==> src/rtl/brb_pkg.sv <==
package brb_pkg;

    localparam int DEPTH_DEF = 4096;
    localparam int FIELD_W   = 13;
    localparam int BYTE_W    = 8;
    localparam int REQ_W     = 3;
    localparam int IN_DATA_W = 24;
    localparam int OUT_DATA_W = 80;

    typedef enum logic [REQ_W-1:0] {
        REQ_PUSH      = 3'd0,
        REQ_POP       = 3'd1,
        REQ_PEEK      = 3'd2,
        REQ_COMMIT_WR = 3'd3,
        REQ_COMMIT_RD = 3'd4,
        REQ_CLEAR     = 3'd5
    } t_req;

    typedef enum logic [1:0] {
        ERR_OK        = 2'd0,
        ERR_OVERFLOW  = 2'd1,
        ERR_UNDERFLOW = 2'd2
    } t_err;

    typedef struct packed {
        logic vld;
        logic rd;
        t_err err;
    } t_pend;

endpackage

==> src/rtl/brb_ctrl.sv <==
module brb_ctrl import brb_pkg::*; #(
    parameter int DEPTH = DEPTH_DEF,
    parameter int AW    = $clog2(DEPTH),
    parameter int CW    = $clog2(DEPTH + 1)
) (
    input  logic               i_clk,
    input  logic               i_rst_n,
    input  logic               i_valid,
    output logic               o_ready,
    input  logic [REQ_W-1:0]   i_req,
    input  logic [BYTE_W-1:0]  i_data,
    input  logic [FIELD_W-1:0] i_amount,
    input  logic               i_adv,
    output t_pend              o_pend,
    output logic [AW-1:0]      o_head,
    output logic [AW-1:0]      o_tail,
    output logic [CW-1:0]      o_count,
    output logic               o_wr_en,
    output logic [AW-1:0]      o_wr_addr,
    output logic [BYTE_W-1:0]  o_wr_data,
    output logic               o_rd_en,
    output logic [AW-1:0]      o_rd_addr
);

    localparam int SW = ((CW > FIELD_W) ? CW : FIELD_W) + 1;
    localparam logic [CW-1:0] DEPTH_C = CW'(DEPTH);

    function automatic logic [AW-1:0] ring_add(input logic [AW-1:0] idx,
                                               input logic [CW-1:0] n);
        logic [CW:0] s;
        s = (CW+1)'(idx) + (CW+1)'(n);
        if (s >= (CW+1)'(DEPTH)) begin
            s = s - (CW+1)'(DEPTH);
        end
        return s[AW-1:0];
    endfunction

    logic [AW-1:0] r_head, n_head;
    logic [AW-1:0] r_tail, n_tail;
    logic [CW-1:0] r_count, n_count;
    t_pend         r_pend, n_pend;
    logic          acc;
    logic          wr_en;
    logic          rd_en;
    logic [AW-1:0] rd_addr;
    t_err          err;
    logic [SW-1:0] cnt_w;
    logic [SW-1:0] amt_w;
    logic [CW-1:0] amt_n;

    assign o_ready = !r_pend.vld;
    assign acc     = i_valid && o_ready;
    assign cnt_w   = SW'(r_count);
    assign amt_w   = SW'(i_amount);
    assign amt_n   = CW'(i_amount);

    always_comb begin
        n_head  = r_head;
        n_tail  = r_tail;
        n_count = r_count;
        wr_en   = 1'b0;
        rd_en   = 1'b0;
        rd_addr = r_head;
        err     = ERR_OK;
        case (i_req)
            REQ_PUSH: begin
                if (r_count == DEPTH_C) begin
                    err = ERR_OVERFLOW;
                end else begin
                    wr_en   = 1'b1;
                    n_tail  = ring_add(r_tail, CW'(1));
                    n_count = r_count + CW'(1);
                end
            end
            REQ_POP: begin
                if (r_count == '0) begin
                    err = ERR_UNDERFLOW;
                end else begin
                    rd_en   = 1'b1;
                    n_head  = ring_add(r_head, CW'(1));
                    n_count = r_count - CW'(1);
                end
            end
            REQ_PEEK: begin
                if (amt_w >= cnt_w) begin
                    err = ERR_UNDERFLOW;
                end else begin
                    rd_en   = 1'b1;
                    rd_addr = ring_add(r_head, amt_n);
                end
            end
            REQ_COMMIT_WR: begin
                if (amt_w == '0) begin
                    err = ERR_UNDERFLOW;
                end else if (cnt_w + amt_w > SW'(DEPTH)) begin
                    err = ERR_OVERFLOW;
                end else begin
                    n_tail  = ring_add(r_tail, amt_n);
                    n_count = CW'(cnt_w + amt_w);
                end
            end
            REQ_COMMIT_RD: begin
                if (amt_w == '0 || amt_w > cnt_w) begin
                    err = ERR_UNDERFLOW;
                end else begin
                    n_head  = ring_add(r_head, amt_n);
                    n_count = CW'(cnt_w - amt_w);
                end
            end
            REQ_CLEAR: begin
                n_head  = '0;
                n_tail  = '0;
                n_count = '0;
            end
            default: begin
            end
        endcase
    end

    always_comb begin
        n_pend = r_pend;
        if (i_adv) begin
            n_pend.vld = 1'b0;
        end
        if (acc) begin
            n_pend.vld = 1'b1;
            n_pend.rd  = rd_en;
            n_pend.err = err;
        end
    end

    always_ff @(posedge i_clk) begin
        if (!i_rst_n) begin
            r_head  <= '0;
            r_tail  <= '0;
            r_count <= '0;
            r_pend  <= '0;
        end else begin
            r_pend <= n_pend;
            if (acc) begin
                r_head  <= n_head;
                r_tail  <= n_tail;
                r_count <= n_count;
            end
        end
    end

    assign o_pend    = r_pend;
    assign o_head    = r_head;
    assign o_tail    = r_tail;
    assign o_count   = r_count;
    assign o_wr_en   = acc && wr_en;
    assign o_wr_addr = r_tail;
    assign o_wr_data = i_data;
    assign o_rd_en   = acc && rd_en;
    assign o_rd_addr = rd_addr;

`ifndef SYNTHESIS
    a_count_range: assert property (@(posedge i_clk) disable iff (!i_rst_n)
        r_count <= DEPTH_C)
        else $error("fill count exceeds the capacity");

    a_ptr_consistent: assert property (@(posedge i_clk) disable iff (!i_rst_n)
        r_tail == ring_add(r_head, r_count))
        else $error("tail does not follow head by the fill count");

    a_err_no_change: assert property (@(posedge i_clk) disable iff (!i_rst_n)
        (acc && err != ERR_OK) |=>
            (r_count == $past(r_count) && r_head == $past(r_head)
             && r_tail == $past(r_tail)))
        else $error("failed request changed the pointers");

    a_accept_pends: assert property (@(posedge i_clk) disable iff (!i_rst_n)
        acc |=> (r_pend.vld && r_pend.err == $past(err)))
        else $error("accepted request left no pending result");
`endif

endmodule

==> config.mk <==
export PLATFORM = sky130hd
export DESIGN_NAME = brb_ctrl
export DESIGN_NICKNAME = d
export VERILOG_FILES = /design/src/rtl/brb_pkg.sv /design/src/rtl/brb_ctrl.sv
export SDC_FILE = /design/constraint.sdc
export NUM_CORES = 1
export LEC_CHECK = 0
export ABC_AREA = 1
export CAP_MARGIN = 20
export CORE_MARGIN = 2
export CORE_UTILIZATION = 65
export DETAILED_ROUTE_END_ITERATION = 8
export DONT_BUFFER_PORTS = 1
export PLACE_DENSITY = 0.78
export RECOVER_POWER = 100
export REMOVE_ABC_BUFFERS = 1
export SETUP_SLACK_MARGIN = 0.3
export SLEW_MARGIN = 20
export SYNTH_ARGS = -nofsm -noshare
export SYNTH_HDL_FRONTEND = slang
export SYNTH_SLANG_ARGS = --single-unit
==> constraint.sdc <==
create_clock -name i_clk -period 3.3 [get_ports i_clk]
set_input_delay 0.495 -clock i_clk [delete_from_list [all_inputs] [get_ports i_clk]]
set_output_delay 0.495 -clock i_clk [all_outputs]
set_load 0.02 [all_outputs]
# Yosys cells after proc, flatten, opt, wreduce, memory -nomap -nowiden
# Cells that the tools add are included.
[classes] add_sub_neg=12 order_cmp=7 eq_ne=11 muxes=33 n_reduce_logical=15
[ops] cell="two-way mux 12 bit" n=11
[ops] cell="one-hot mux 12 bit (3 select lines)" n=2
[ops] cell="two-way mux 13 bit" n=5
[ops] cell="one-hot mux 13 bit (5 select lines)" n=1
[ops] cell="subtractor 12 x 1 -> 12 bit, second input constant" n=4
[ops] cell="adder 12 x 13 -> 14 bit" n=2
[ops] cell=">= comparator 14 x 13 -> 1 bit, second input constant" n=2
[ops] cell="adder 12 x 1 -> 13 bit, second input constant" n=2
[ops] cell=">= comparator 13 bit, second input constant" n=2
[ops] cell="adder 13 x 13 -> 14 bit" n=1
[ops] cell="greater-than comparator 14 x 13 -> 1 bit, second input constant" n=1
[ops] cell="logical NOT 14 bit" n=1
[ops] cell="adder 13 x 1 -> 13 bit, second input constant" n=1
[ops] cell="equality test 13 bit, second input constant" n=1
[ops] cell=">= comparator 13 bit" n=1
[ops] cell="greater-than comparator 13 bit" n=1
[ops] cell="logical NOT 13 bit" n=1
[ops] cell="subtractor 13 x 1 -> 13 bit, second input constant" n=1
[ops] cell="subtractor 13 bit" n=1
[ops] cell="!= test 2 bit, second input constant" n=5
[ops] cell="one-hot mux 2 bit (5 select lines)" n=1
[ops] cell="two-way mux 2 bit" n=4
[ops] cell="two-way mux 1 bit" n=7
[ops] cell="AND reduction 7 bit" n=1
[ops] cell="other kinds (14)" n=19
[totals] ff_bits=41 output_inout_bits=76

# Longest topological paths before layout
[depth] ltp_word=6 ltp_mapped=20 ltp_nobuf=18

# Worst setup path before layout
# No wires, ideal clock.
[synth_timing] path_kind="input-to-output" from="input port i_amount[2]" to="output port o_rd_addr[0]" t_arrival_ns=2.378 slack_ns=0.427 cell_stages=12 path_buffers=2 cell_sequence="inv_1 > ha_1 > buf_6 > nand2_2 > o21ai_2 > inv_2 > o21ai_2 > nand2_1 > nand2_1 > nand3_1 > clkbuf_1 > o21ai_0"
[synth_between] elab_chain_cells=5 elab_cells_between_ends=6 cone_classes="add/sub: 1; order compare: 2; mux: 3"
[synth_rtl] element="start, declared" line_no="brb_ctrl.sv:12" source="input logic [FIELD_W-1:0] i_amount,"
[synth_rtl] element="adder 12 x 13 -> 14 bit" line_no="brb_ctrl.sv:31" source="s = (CW+1)'(idx) + (CW+1)'(n);"
[synth_rtl] element=">= comparator 14 x 13 -> 1 bit" line_no="brb_ctrl.sv:32" source="if (s >= (CW+1)'(DEPTH)) begin"
[synth_rtl] element="two-way mux 12 bit" line_no="brb_ctrl.sv:32"
[synth_rtl] element="two-way mux 12 bit (*)" line_no="brb_ctrl.sv:85" source="if (amt_w >= cnt_w) begin"
[synth_rtl] element="two-way mux 12 bit (*)" line_no="brb_ctrl.sv:65" source="case (i_req)"
[synth_rtl] element="end, declared" line_no="brb_ctrl.sv:22" source="output logic [AW-1:0] o_rd_addr"
# Mark *: on every way between the ends. The rest lies on a longest branch, timed or not.

# Worst setup path in the final report
[layout_timing] from="register r_count[7], in the netlist o_count[7]" to="register r_count[1], in the netlist o_count[1]"
[layout_between] elab_chain_cells=4 elab_cells_between_ends=11 cone_classes="add/sub: 1; order compare: 2; eq/ne: 5; reduce/logical: 3"
[layout_rtl] element="start, declared" line_no="brb_ctrl.sv:40" source="logic [CW-1:0] r_count, n_count;"
[layout_rtl] element="start signal, assigned" line_no="brb_ctrl.sv:143" source="r_count <= n_count;"
[layout_rtl] element="adder 13 x 13 -> 14 bit or greater-than comparator 13 bit (tied branches)"
[layout_rtl] element="greater-than comparator 14 x 13 -> 1 bit or logical OR 1 bit (tied branches)" line_no="brb_ctrl.sv:95, brb_ctrl.sv:103"
[layout_rtl] element="!= test 2 bit (no line)"
[layout_rtl] element="AND reduction 7 bit (no line) (*)"
# Marks and branches as above.
# A chain may end at the register's enable or synchronous reset.

==> metrics.txt <==
Initial Util 0.675; DP Area 0.00601 mm2; largest net degree at the start of global routing 23; Final Cell Area 0.00643 mm2; Setup WS post-layout 0.261 ns; post-route ant nets 0; Buffers on Ports 0; Peak VDD IR 0.265 mV; register area share after synthesis 0.139; Mapped Cells 991; drt total wl 20.2 mm; Pwr Total 1950 uW; Cell Pwr Density 303 mW/mm2; post-synthesis register bit count 41; CTS tree done; RSZ-0062 raised after global routing yes; Top FF cell, synth dfxtp_1; clock sink count 41; Yosys warnings 0; top post-synthesis cells by area nand2_1 16%, dfxtp_1 14%, ha_1 13%; Async S/R FF share, synth 0; Setup WS pre-CTS 0.247 ns; drt via density 6.15; top-count cell post-synth nand2_1; crit start category flip-flop; drt first pass iters 5; Final setup viols 0; Worst Hold Class in2reg; Syn Area/Cell 5.97 um2; TritonCTS buffer count 5; initial antenna violation count 1; filler cell count 757; hold buffers post-CTS 0; CP Class reg2reg; htree depth 2; Post-Route Setup TNS 0 ns; core area 0.00876 mm2; Max Freq 329 MHz; Max Cap Violations 0; drt wl/cell 18.2 um; via count 6840; Total GRT Usage 0.388; HPWL Detailed 15.4 mm; CP Data Arrival Time 3.29 ns; first-pass GRT wire length 30.8 mm; worst-margin pin slew 1.02 ns; P&R area growth vs syn 8.71%; ant diodes 0; LEAKAGE 0.00312 uW; Clock Latency Late Sink 0.31 ns; Post-synth EDFFs 0; Final #Nets 1096; largest area contributor in the netlist nand2_1; largest fanout on the critical path 10; WHS 0.298 ns; CP endpoint kind flip-flop; first-iteration detailed-routing DRC count 583; layout cells sized above 1 0.120; row count 34; status completed; I/O pin count 104; vias in the first global route 6186; Synth cell types 47; relative slew slack 0.317; top cells by count, synth 249 x nand2_1, 122 x inv_1, 120 x nor2_1; clock tree buffer depth 2; Worst EP required 3.55 ns; die height 99.4 um; root buffer selected by CTS clkbuf_8; GPL Wtd Cong 1.07; fin crit share 0.921; Final min period 3.04 ns; die area 0.00988 mm2; clk_skew 0.0128 ns; fin. max-slew vios 0; synthesized cell area 0.00592 mm2; DRC Markers 0; post-synth top area share 0.158; CTS clk-pin slew, worst paths 0.10 ns; Die Span X 99.4 um; grt ovf 0; Final Hold Viols 0
per-stage QoR:
stage,util,cells
detailed placement,0.686,1089
floorplan,-,942
CTS,0.703,1097
global placement,0.686,1089
finish,0.734,1112
global route,0.734,1112
final timing paths:
path / slack [ns] / start / cells after the start / endpoint
setup / recovery: 0.26 / o_count[7] / 15 / o_count[1]
hold reg to reg: 0.57 / o_head[2] / 2 / o_head[2]
setup reg to reg: 0.26 / o_count[7] / 15 / o_count[1]
hold / removal: 0.30 / i_rst_n / 2 / o_count[12]
repair_timing:
item / in CTS / in global routing
endpoints found under the setup margin: 6 / 38
gates resized for setup: 16 / 46
buffers inserted: 0 / 13
gates cloned: 0 / 2
pin swaps: 0 / 9
area by class of cell:
type | count | area (um2) | area share
flip-flops and latches | 41 | 836 | 0.130
repair buffers | 52 | 353 | 0.0548
clock inverters | 1 | 30.0 | 0.00467
clock buffers | 7 | 86.3 | 0.0134
inverters | 128 | 484 | 0.0753
well taps | 108 | 135 | 0.0210
multi-input cells | 775 | 4510 | 0.701
routing by layer:
layer	wire length, um	up-vias	share of wire	global-route usage
met5	12	-	0.00059	0
met4	1170	2	0.058	0.192
met3	2330	108	0.12	0.0977
met2	8980	465	0.44	0.625
met1	7720	3008	0.38	0.482
li1	-	3257	-	-
worst max-delay path, stage by stage, from the launching register on:
cell and delay (ns):
dfxtp_2 0.40, clkbuf_1 0.56, ha_1 0.29, inv_1 0.08
o21ai_0 0.27, inv_1 0.07, nand2_1 0.08, nand2_1 0.06
nand2_2 0.07, nor2_4 0.05, a21oi_2 0.39, nand2_8 0.17
buf_4 0.23, nand4_1 0.09, nand2_1 0.06, nor2_1 0.09
where the power goes:
| group | leakage (uW) | internal [uW] | switching, uW | total, uW |
|---|---|---|---|---|
| combinational | 0.00273 | 314 | 602 | 916 |
| clock | 0.0000585 | 248 | 215 | 463 |
| sequential | 0.000337 | 522 | 51.5 | 573 |
sequential cells by signal, summed over array words and instances, names as in the netlist:
signal and count:
o_pend 4, o_count 13, o_tail 12, o_head 12
cell families after synthesis:
logic type | share of synthesized area
fa+ha+maj | 0.144
simple gates | 0.384
compound gates | 0.151
xor+xnor | 0.0459
flops | 0.139
buf+inv | 0.138
cells in the final DEF (no fill, tap or decap), types with 3 or more instances in the layout:
cell type	netlist	final
nand2_1	249	247
inv_1	122	121
nor2_1	120	120
a21oi_1	79	76
nand3_1	76	75
ha_1	60	46
buf_4	26	40
o21ai_0	42	36
dfxtp_1	41	33
nand4_1	29	29
xor2_1	22	22
nor3_1	13	12
clkbuf_1	9	12
ha_4	0	11
a21oi_2	6	9
xnor2_1	9	9
nand2_2	6	8
o21bai_1	7	7
inv_2	6	6
o21ai_1	1	6
clkbuf_8	0	6
dfxtp_2	0	6
nor2_2	4	5
fa_1	5	5
or2_2	4	4
o21ai_2	3	3
nand3_2	3	3
nor4_1	3	3
nand3_4	1	3
nand3b_1	3	3
o22ai_1	3	3
o32ai_1	3	3
ha_2	0	3
Note: power is estimated with default switching activity, not from simulation.
