===== config.mk =====
export PLATFORM = sky130hd
export DESIGN_NAME = brb_report
export DESIGN_NICKNAME = d
export VERILOG_FILES = /design/src/rtl/brb_pkg.sv /design/src/rtl/brb_report.sv
export SDC_FILE = /design/constraint.sdc
export NUM_CORES = 1
export LEC_CHECK = 0
export ABC_AREA = 1
export BUFFER_PORTS_ARGS = -buffer_cell sky130_fd_sc_hd__buf_2
export CAP_MARGIN = 20
export CORE_ASPECT_RATIO = 1.25
export CORE_UTILIZATION = 50
export CTS_BUF_LIST = sky130_fd_sc_hd__clkbuf_4
export DETAILED_ROUTE_END_ITERATION = 10
export PLACE_DENSITY = 0.91
export SETUP_SLACK_MARGIN = 0.5
export SLEW_MARGIN = 15
export SYNTH_ARGS = -nofsm -noshare
export SYNTH_HDL_FRONTEND = slang
export SYNTH_SLANG_ARGS = --single-unit

===== constraint.sdc =====
create_clock -name i_clk -period 5.4 [get_ports i_clk]
set_input_delay 0.81 -clock i_clk [delete_from_list [all_inputs] [get_ports i_clk]]
set_output_delay 0.81 -clock i_clk [all_outputs]
set_load 0.1 [all_outputs]

===== src/rtl/brb_pkg.sv =====
package brb_pkg;

    localparam int DEPTH_DEF = 4096;
    localparam int FIELD_W   = 13;
    localparam int BYTE_W    = 8;
    localparam int REQ_W     = 3;
    localparam int IN_DATA_W = 24;
    localparam int OUT_DATA_W = 80;

    typedef enum logic [REQ_W-1:0] {
        REQ_PUSH      = 3'd0,
        REQ_POP       = 3'd1,
        REQ_PEEK      = 3'd2,
        REQ_COMMIT_WR = 3'd3,
        REQ_COMMIT_RD = 3'd4,
        REQ_CLEAR     = 3'd5
    } t_req;

    typedef enum logic [1:0] {
        ERR_OK        = 2'd0,
        ERR_OVERFLOW  = 2'd1,
        ERR_UNDERFLOW = 2'd2
    } t_err;

    typedef struct packed {
        logic vld;
        logic rd;
        t_err err;
    } t_pend;

endpackage


===== src/rtl/brb_report.sv =====
module brb_report import brb_pkg::*; #(
    parameter int DEPTH = DEPTH_DEF,
    parameter int AW    = $clog2(DEPTH),
    parameter int CW    = $clog2(DEPTH + 1)
) (
    input  logic                  i_clk,
    input  logic                  i_rst_n,
    input  t_pend                 i_pend,
    input  logic [BYTE_W-1:0]     i_rd_data,
    input  logic [AW-1:0]         i_head,
    input  logic [AW-1:0]         i_tail,
    input  logic [CW-1:0]         i_count,
    output logic                  o_adv,
    output logic                  o_valid,
    input  logic                  i_ready,
    output logic [OUT_DATA_W-1:0] o_data
);

    localparam logic [CW-1:0] DEPTH_C = CW'(DEPTH);

    logic               r_out_vld, n_out_vld;
    logic [BYTE_W-1:0]  r_data;
    logic [FIELD_W-1:0] r_fill;
    logic [FIELD_W-1:0] r_rs1;
    logic [FIELD_W-1:0] r_rs2;
    logic [FIELD_W-1:0] r_ws1;
    logic [FIELD_W-1:0] r_ws2;
    t_err               r_err;
    logic [CW-1:0]      to_end;
    logic [CW-1:0]      rs1;
    logic [CW-1:0]      rs2;
    logic [CW-1:0]      ws1;
    logic [CW-1:0]      ws2;

    assign o_adv = i_pend.vld && (!r_out_vld || i_ready);

    always_comb begin
        to_end = DEPTH_C - CW'(i_head);
        rs1    = '0;
        rs2    = '0;
        ws1    = '0;
        ws2    = '0;
        if (i_count != '0) begin
            if (i_count <= to_end) begin
                rs1 = i_count;
            end else begin
                rs1 = to_end;
                rs2 = i_count - to_end;
            end
        end
        if (i_count < DEPTH_C) begin
            if (i_tail >= i_head) begin
                ws1 = DEPTH_C - CW'(i_tail);
                ws2 = CW'(i_head);
            end else begin
                ws1 = CW'(i_head) - CW'(i_tail);
            end
        end
    end

    always_comb begin
        n_out_vld = r_out_vld;
        if (i_ready) begin
            n_out_vld = 1'b0;
        end
        if (o_adv) begin
            n_out_vld = 1'b1;
        end
    end

    always_ff @(posedge i_clk) begin
        if (!i_rst_n) begin
            r_out_vld <= 1'b0;
        end else begin
            r_out_vld <= n_out_vld;
        end
    end

    always_ff @(posedge i_clk) begin
        if (o_adv) begin
            r_data <= i_pend.rd ? i_rd_data : '0;
            r_fill <= FIELD_W'(i_count);
            r_rs1  <= FIELD_W'(rs1);
            r_rs2  <= FIELD_W'(rs2);
            r_ws1  <= FIELD_W'(ws1);
            r_ws2  <= FIELD_W'(ws2);
            r_err  <= i_pend.err;
        end
    end

    assign o_valid = r_out_vld;
    assign o_data  = {5'd0, r_err, r_ws2, r_ws1, r_rs2, r_rs1, r_fill, r_data};

`ifndef SYNTHESIS
    a_err_zero_data: assert property (@(posedge i_clk) disable iff (!i_rst_n)
        (r_out_vld && r_err != ERR_OK) |-> r_data == '0)
        else $error("failed request returned a nonzero byte");

    a_no_overwrite: assert property (@(posedge i_clk) disable iff (!i_rst_n)
        (r_out_vld && !i_ready) |-> !o_adv)
        else $error("waiting result overwritten");

    a_span_sum: assert property (@(posedge i_clk) disable iff (!i_rst_n)
        o_adv |-> (CW+1)'(rs1) + (CW+1)'(rs2) == (CW+1)'(i_count))
        else $error("read spans do not add up to the fill count");
`endif

endmodule


Word-level counts from Yosys, hierarchy flattened

Index checks and enable logic that the tools add are counted.

Bits in registers: 76
Input bits: 52
Logic and storage cells: 28

$add $sub $neg: 4
Magnitude comparators: 3
Mux-type cells: 4
Bitwise gates (word level): 1
Reductions and logical operators: 7

Operators with widths:

| operator                                            | count |
|---|---|
| two-way mux 13 bit                                  | 2 |
| subtractor 13 x 12 -> 13 bit (first input constant) | 2 |
| less-or-equal comparator 13 bit                     | 1 |
| < comparator 13 bit (second input constant)         | 1 |
| nonzero test 13 bit                                 | 1 |
| subtractor 12 x 12 -> 13 bit                        | 1 |
| subtractor 13 bit                                   | 1 |
| greater-or-equal comparator 12 bit                  | 1 |
| two-way mux 1 bit                                   | 2 |
| AND reduction 2 bit                                 | 1 |
| nonzero test 2 bit                                  | 1 |
| OR reduction 2 bit                                  | 1 |
| logical AND 1 bit                                   | 1 |
| logical NOT 1 bit                                   | 1 |
| logical OR 1 bit                                    | 1 |
| inverter 1 bit                                      | 1 |

Depth between registers and ports, before layout

Gate-level depths: netlist of the first run.

Depth in word-level cells: 4
Depth in mapped cells: 18

Least setup slack after synthesis of the first run

Ideal clock, no wire load.

Kind: in2out
Start point: in i_pend[3] in the netlist's numbering
End point: out o_adv
Data arrival time: 5.834 ns
Required time: 4.590 ns
Slack: -1.244 ns
Stages on the path: 2
Path buffers: 0
Cell sequence: inv_1 a21oi_1

Cells in the longest elaborated chain, start to end: 1

Ends and longest elaborated chain:

| item              | line             | text |
|---|---|---|
| start, declared   | brb_report.sv:8  | `input t_pend i_pend,` |
| logical AND 1 bit | brb_report.sv:35 | `assign o_adv = i_pend.vld && (!r_out_vld \|\| i_ready);` |
| end, declared     | brb_report.sv:13 | `output logic o_adv,` |

Every way passes these cells.

Final worst setup path of the first run

Start point: in i_head[0]
End point: reg r_rs2[4], data pin

Cells in the longest elaborated chain, start to end: 3
Elaborated cells on any way between the ends: 4
Classes of those cells: add/sub (2); order compare (1); reduce/logical (1)

Ends and longest elaborated chain:

| item                             | line             | text |
|---|---|---|
| start, declared                  | brb_report.sv:10 | `input logic [AW-1:0] i_head,` |
| subtractor 13 x 12 -> 13 bit (*) | brb_report.sv:38 | `to_end = DEPTH_C - CW'(i_head);` |
| less-or-equal comparator 13 bit  | brb_report.sv:44 | `if (i_count <= to_end) begin` |
| OR reduction 2 bit (no line)     | n/a              |  |
| end signal, assigned             | brb_report.sv:84 | `r_rs2 <= FIELD_W'(rs2);` |
| end, declared                    | brb_report.sv:25 | `logic [FIELD_W-1:0] r_rs2;` |

Every way passes the cells marked *; elsewhere a longest branch is shown, timed or not.
A chain may end at the register's enable or synchronous reset.

==> results of run 1 <==
area by class of cell:
cell class | count | share of cell area
Clock buffer | 10 | 0.01293
Sequential cell | 75 | 0.3862
Clock inverter | 6 | 0.01681
Multi-Input combinational cell | 400 | 0.3976
Tap cell | 126 | 0.02716
Timing Repair Buffer | 130 | 0.1134
Inverter | 71 | 0.04591
worst register-to-register path, cell delays in order, from the launching register on:
cell and delay, ns:
dfxtp_1 0.36, a21oi_4 0.16, buf_4 0.72
registers in the layout, summed over array words and instances, names as in the netlist:
| register | cells |
|---|---|
| r_fill | 13 |
| r_rs2 | 13 |
| r_data | 8 |
| o_valid | 1 |
| r_err | 2 |
| r_rs1 | 13 |
| r_ws1 | 13 |
| r_ws2 | 12 |
per-layer routing:
metal	vias to the layer above	track usage	part of all wire
met5	-	0	0
met1	1893	0.2484	0.39
met4	0	0.1183	0.040
met3	40	0.03696	0.048
met2	152	0.4303	0.52
li1	2116	-	-
cell families (layout without fill, tap and decap cells):
kind of cell    after synthesis  in the layout  share of synthesized area
compound gates               72             72                    0.09093
xor+xnor                     25             25                    0.04457
fa+ha+maj                    24             24                    0.06419
buf+inv                      88            217                    0.07972
flops                        75             75                     0.4564
other cells                   1              6                  0.0007634
simple gates                273            273                     0.2634
synthesized netlist by cell type, types with 9 or more instances:
library cell / instances / area share
edfxtp_1: 74 / 0.45
nand4_1: 13 / 0.017
ha_1: 22 / 0.056
nand2_1: 121 / 0.092
nand3_1: 40 / 0.041
o21ai_0: 17 / 0.017
nand3_2: 9 / 0.018
xor2_1: 20 / 0.036
a21oi_1: 25 / 0.025
a21oi_2: 16 / 0.029
inv_1: 69 / 0.053
nor2_1: 53 / 0.040
per-stage QoR:
step                area, um^2  total power, mW  hold WS, ns  utilization
finish                    5806            1.810       0.5296       0.6073
global route              5806            1.885       0.5066       0.6073
CTS                       5806            1.817       0.5089       0.6073
detailed placement        5633            1.412       0.5538       0.5893
global placement          5633            1.405       0.5046       0.5893
floorplan                 4935            1.296       0.9089            -
worst paths after layout:
| kind | endpoint | depth (start not counted) |
|---|---|---|
| worst max-delay path | r_rs2[4]$_SDFFCE_PP0P_ | 16 |
| worst min-delay path | r_err[1]$_DFFE_PP_ | 1 |
| worst max register to register | r_rs1[4]$_SDFFCE_PP0P_ | 2 |
| worst min register to register | o_valid$_SDFFE_PN0P_ | 2 |
cells in the final DEF, fill, tap and decap left out, types with 2 or more instances in the layout:
master     count
clkbuf_4      10
buf_2        127
bufinv_16      2
nand2_4        2
nand4_1       13
xor2_1        20
o21ai_1        3
nand3_1       40
buf_4          3
o21ai_0       17
a21o_1         3
ha_1          22
nand3_2        9
nand2_1      121
inv_1         69
edfxtp_1      74
nor3_1         8
clkinv_4       2
nor4_1         3
nor2_4         3
fa_1           2
nand2_2        8
a21oi_2       16
xnor2_1        5
conb_1         6
nor2_2         7
a21oi_1       24
inv_2          2
nor2_1        53
o21bai_1       2
a31oi_1        2
a21boi_0       2
power by group:
group,switching (mW),internal [mW]
sequential,0.0105,0.699
clock,0.211,0.199
combinational,0.559,0.131
total,0.780,1.03
==> impl_metrics.tcl, run 1 <==
set metrics [dict create \
    status "finished, final reports clean" \
    async_reset_ff_frac 0 \
    post_cts_resized 0 \
    timing.final.crit_share 0.6643 \
    start_util 0.5139 \
    hold_buffers 0 \
    reg2reg_slack_ns 3.78 \
    synthesis.area_um2 4912 \
    globalRouteTotalUtil 0.2301 \
    cts_buffers 9 \
    syn_to_final_growth_pct 18.19 \
    cp_top_family "simple AND/OR/NAND/NOR gates" \
    core_um2 9559 \
    maxCapViolCount 0 \
    crit_chain "buf_2 -> inv_1 -> ha_1 -> nand2_1 -> nor3_1 -> xor2_1 -> ha_1 -> inv_1 -> nor2_1 -> nor2_2 -> o21ai_2 -> nand3_1 -> nand2_1 -> buf_4 -> nand3_1 -> nor3_1" \
    drc 0 \
    root_buffer "clkbuf_4" \
    placed_cells 802 \
    rsz0062_at_grt "no" \
    ys_types 42 \
    antenna_cells 0 \
    synth-main-ff-cell "edfxtp_1" \
    r2r-start "o_valid$_SDFFE_PN0P_" \
    h-tree-depth 3 \
    dp_hpwl_mm 9.208 \
    p_leak_nw 2.851 \
    cp_num_buf_inv 4 \
    fin_skew_ns 0.02214 \
    path_class "input port to flip-flop" \
    gp_congestion 0.8708 \
    ys_seq_elements 75 \
    die_area_um2 10230 \
    cts_max_path_buffers 2 \
    wl_per_cell_um 14.06 \
    critPathLaunch "i_head[0]" \
    drt-pass1-iter-count 6 \
    end_kind "flip-flop" \
    grt_pass1_vias 4066 \
    hold_viol_final 0 \
    critPathSlowestCell "nand3_1" \
    io_buffers 127 \
    place_ws_ns 1.328 \
    critPathMaxStageDelay_ns 0.51 \
    worst_setup_path_start_kind "input port" \
    slew_viol_final 0 \
    final_cells 818 \
    synth_edf_count 74 \
    cp.arrival_ns 3.86 \
    grt_max_degree 75 \
    fin_nets 763 \
    finalSetupViolations 0 \
    power.density_nw_per_um2 311.7 \
    die_h_um 112.8 \
    multi_input_area_um2 2308 \
    avgSynthCellArea_um2 8.803 \
    cts_tree "built" \
    synth_warnings 0 \
    period_minus_slack_ns 3.587 \
    ys_seq_area_frac 0.4564 \
    ios 134 \
    crit_fanout 20 \
    hold_class "input port to flip-flop" \
    required_ns 5.67 \
    worst_slew_pin_slew_ns 0.8936 \
    dr_total_vias 4201 \
    clock_latency_ns 0.46 \
    slew_headroom 0.4042 \
    post-cts-setup-buffers 0 \
    fmax_mhz 278.8 \
    drive_above_1_share 0.2861 \
    num_rows 40 \
    worst_slack_ns 1.813 \
    die_w_um 90.66 \
    via_per_inst 5.136 \
    path_clk_slew_ns 0.12 \
    grt-ovfl-total 0 \
    drt_iter0_markers 165 \
    hold_path.startpoint "i_pend[1]" \
    tns_ns 0 \
    antenna_found_initial 0 \
    register_area_um2 2242 \
    synthCells 558 \
    cts_sinks 75 \
    totalWireLength_mm 11.50 \
    ant_nets 0 \
    grt_pass1_wl_mm 18.42 \
    num-fill-cells 820 \
    peakVddDrop_mv 0.1389 \
]
Power figures use the tool's default switching activity.
==> run 2: changes to the inputs <==
clock period = 3 ns   (was 5.4 ns; I/O delays follow)
==> run 2 against run 1 <==
Compared with the run above: largest power group is now combinational logic; highest routed layer unchanged; register-to-register slack worse by 2.4 ns; final area up 6.9%; clock skew up 0.0017 ns; clock power up 54%; the run now ends with design-rule violations left; utilization up 4.2 points; first-iteration DRC count up 56%; critical endpoint is now r_rs1[12]$_SDFFCE_PP0P_; count of clock-buffer cells in the layout down 1; global-route usage up 0.76 points; non-clock buffer count up 23; critical path depth down 1; sequential power up 80%.
==> impl_metrics.tcl, run 2 (synthesis gave the netlist of run 1 again) <==
set metrics [dict create \
    cts_tree "built" \
    route.met2.wl_mm 6.996 \
    cts_sinks 75 \
    final_core_util 0.6491 \
    reg2reg_slack_ns 1.38 \
    top_layer "met4" \
    dr_total_vias 4462 \
    critPathSlowestCell "ha_4" \
    ios 134 \
    cp_top_family "simple AND/OR/NAND/NOR gates" \
    period_minus_slack_ns 2.464 \
    clock_latency_ns 0.45 \
    path_class "input port to flip-flop" \
    drive_above_1_share 0.3469 \
    worst_setup_path_start_kind "input port" \
    grt_pass1_vias 4152 \
    rr_worst_depth 2 \
    grt_pass1_wl_mm 18.91 \
    r2r_end "r_fill[9]$_DFFE_PP_" \
    required_ns 3.18 \
    fmax_mhz 405.9 \
    start_util 0.5139 \
    timing.final.crit_share 0.8212 \
    status "complete, but fails checks" \
    drt-pass1-iter-count 9 \
    dp_hpwl_mm 9.825 \
    die_h_um 112.8 \
    grt-ovfl-total 0 \
    whs_ns 0.1714 \
    fin_nets 786 \
    crit_fanout 8 \
    h-tree-depth 3 \
    core_um2 9559 \
    antenna_found_initial 1 \
    die_w_um 90.66 \
    hold_viol_final 0 \
    p_leak_nw 2.988 \
    critPathMaxStageDelay_ns 0.35 \
    final_common_cell "buf_2" \
    worst_slew_pin_slew_ns 0.9103 \
    totalWireLength_mm 12.63 \
    slew_headroom 0.3931 \
    via_per_inst 5.299 \
    cp.arrival_ns 2.65 \
    fin_skew_ns 0.02379 \
    drt-met1-wl_mm 4.499 \
    syn_to_final_growth_pct 26.31 \
    cts_buffers 9 \
    peakVddDrop_mv 0.2383 \
    num_rows 40 \
    power.density_nw_per_um2 523.6 \
    io_buffers 127 \
    dpl_cell_area_um2 5833 \
    violations "design-rule violations" \
    rsz0062_at_grt "no" \
    finalSetupViolations 0 \
    hold_path.startpoint "i_pend[0]" \
    critical_path_cell_count 15 \
    final_cell_mix "buf_2, nand2_1, edfxtp_1" \
    slew_viol_final 0 \
    crit_chain "buf_4 -> clkinvlp_4 -> ha_4 -> nand2_4 -> nor3_4 -> nand4_1 -> ha_4 -> nand3_1 -> nor2_2 -> nand3_2 -> nand2_4 -> buf_8 -> nand3_1 -> nand2_1 -> nor2_1" \
    maxCapViolCount 0 \
    worst_slack_ns 0.5365 \
    num-fill-cells 806 \
    gp_congestion 0.9112 \
    globalRouteTotalUtil 0.2377 \
    die_area_um2 10230 \
    worstHoldEndpoint "r_err[0]$_DFFE_PP_" \
    r2r-start "o_valid$_SDFFE_PN0P_" \
    wl_met3_um 663 \
    cp_num_buf_inv 3 \
    ant_nets 0 \
    drt_iter0_markers 257 \
    fin_area_um2 6205 \
    drc 2 \
    end_kind "flip-flop" \
    hold_class "input port to flip-flop" \
    root_buffer "clkbuf_4" \
    place_ws_ns -0.09327 \
    cts_max_path_buffers 2 \
    hold_path_depth 1 \
    path_clk_slew_ns 0.14 \
    wl_per_cell_um 15.00 \
    grt_max_degree 75 \
]
run 2: changes by cell type in the layout (fill, tap and decap cells not counted), moves of 3 or more:
cell / change
xor2_1: -4
nand2_1: -4
ha_1: -7
inv_1: -3
buf_4: +23
ha_4: +6
nand3_1: -3
run 2: layout make-up:
| class | count | area [um^2] | share of cell area |
|---|---|---|---|
| clock buffer | 9 | 67.56 | 0.01089 |
| inverter | 71 | 276.5 | 0.04457 |
| antenna | 1 | 2.502 | 0.0004033 |
| clock inverter | 7 | 75.07 | 0.01210 |
| sequential | 75 | 2246 | 0.3620 |
| tap | 126 | 157.7 | 0.02541 |
| multi-input combinational | 400 | 2524 | 0.4067 |
| timing repair buffer | 153 | 855.8 | 0.1379 |
run 2: per-stage QoR:
stage	setup TNS (ns)	std cells	total power, mW
finish	0	842	3.249
global route	0	842	3.374
CTS	0	838	3.207
detailed placement	-0.3654	822	2.585
global placement	0	822	2.565
floorplan	0	563	2.338
run 2: repair_timing:
item	in CTS	in global routing
hold buffers	0	0
setup buffers	0	3
setup endpoints to repair	16	26
pin swaps	0	17
resized for setup	2	31
run 2: report_power, final:
| part | total, mW | switching, mW | internal, mW |
|---|---|---|---|
| Sequential | 1.28 | 0.0211 | 1.26 |
| Clock | 0.630 | 0.370 | 0.259 |
| Combinational | 1.34 | 1.05 | 0.293 |
run 2: how the worst max path moves through the flow:
stage / startpoint / to / slack [ns]
5_1_grt: i_head[1] / r_rs1[12]$_SDFFCE_PP0P_ / 0.44
4_1_cts: i_head[1] / r_rs1[8]$_SDFFCE_PP0P_ / 0.52
3_3_place_gp: i_head[1] / r_rs2[2]$_SDFFCE_PP0P_ / 0.05
3_5_place_dp: i_head[1] / r_rs2[2]$_SDFFCE_PP0P_ / -0.09
2_1_floorplan: o_valid$_SDFFE_PN0P_ / o_adv / 0.32
6_report: i_head[0] / r_rs1[12]$_SDFFCE_PP0P_ / 0.54
run 2: metal layers:
| layer | track usage | vias to the layer above |
|---|---|---|
| li1 | - | 2165 |
| met1 | 0.2430 | 2069 |
| met2 | 0.4616 | 186 |
| met3 | 0.03965 | 42 |
| met4 | 0.1172 | 0 |
| met5 | 0 | - |
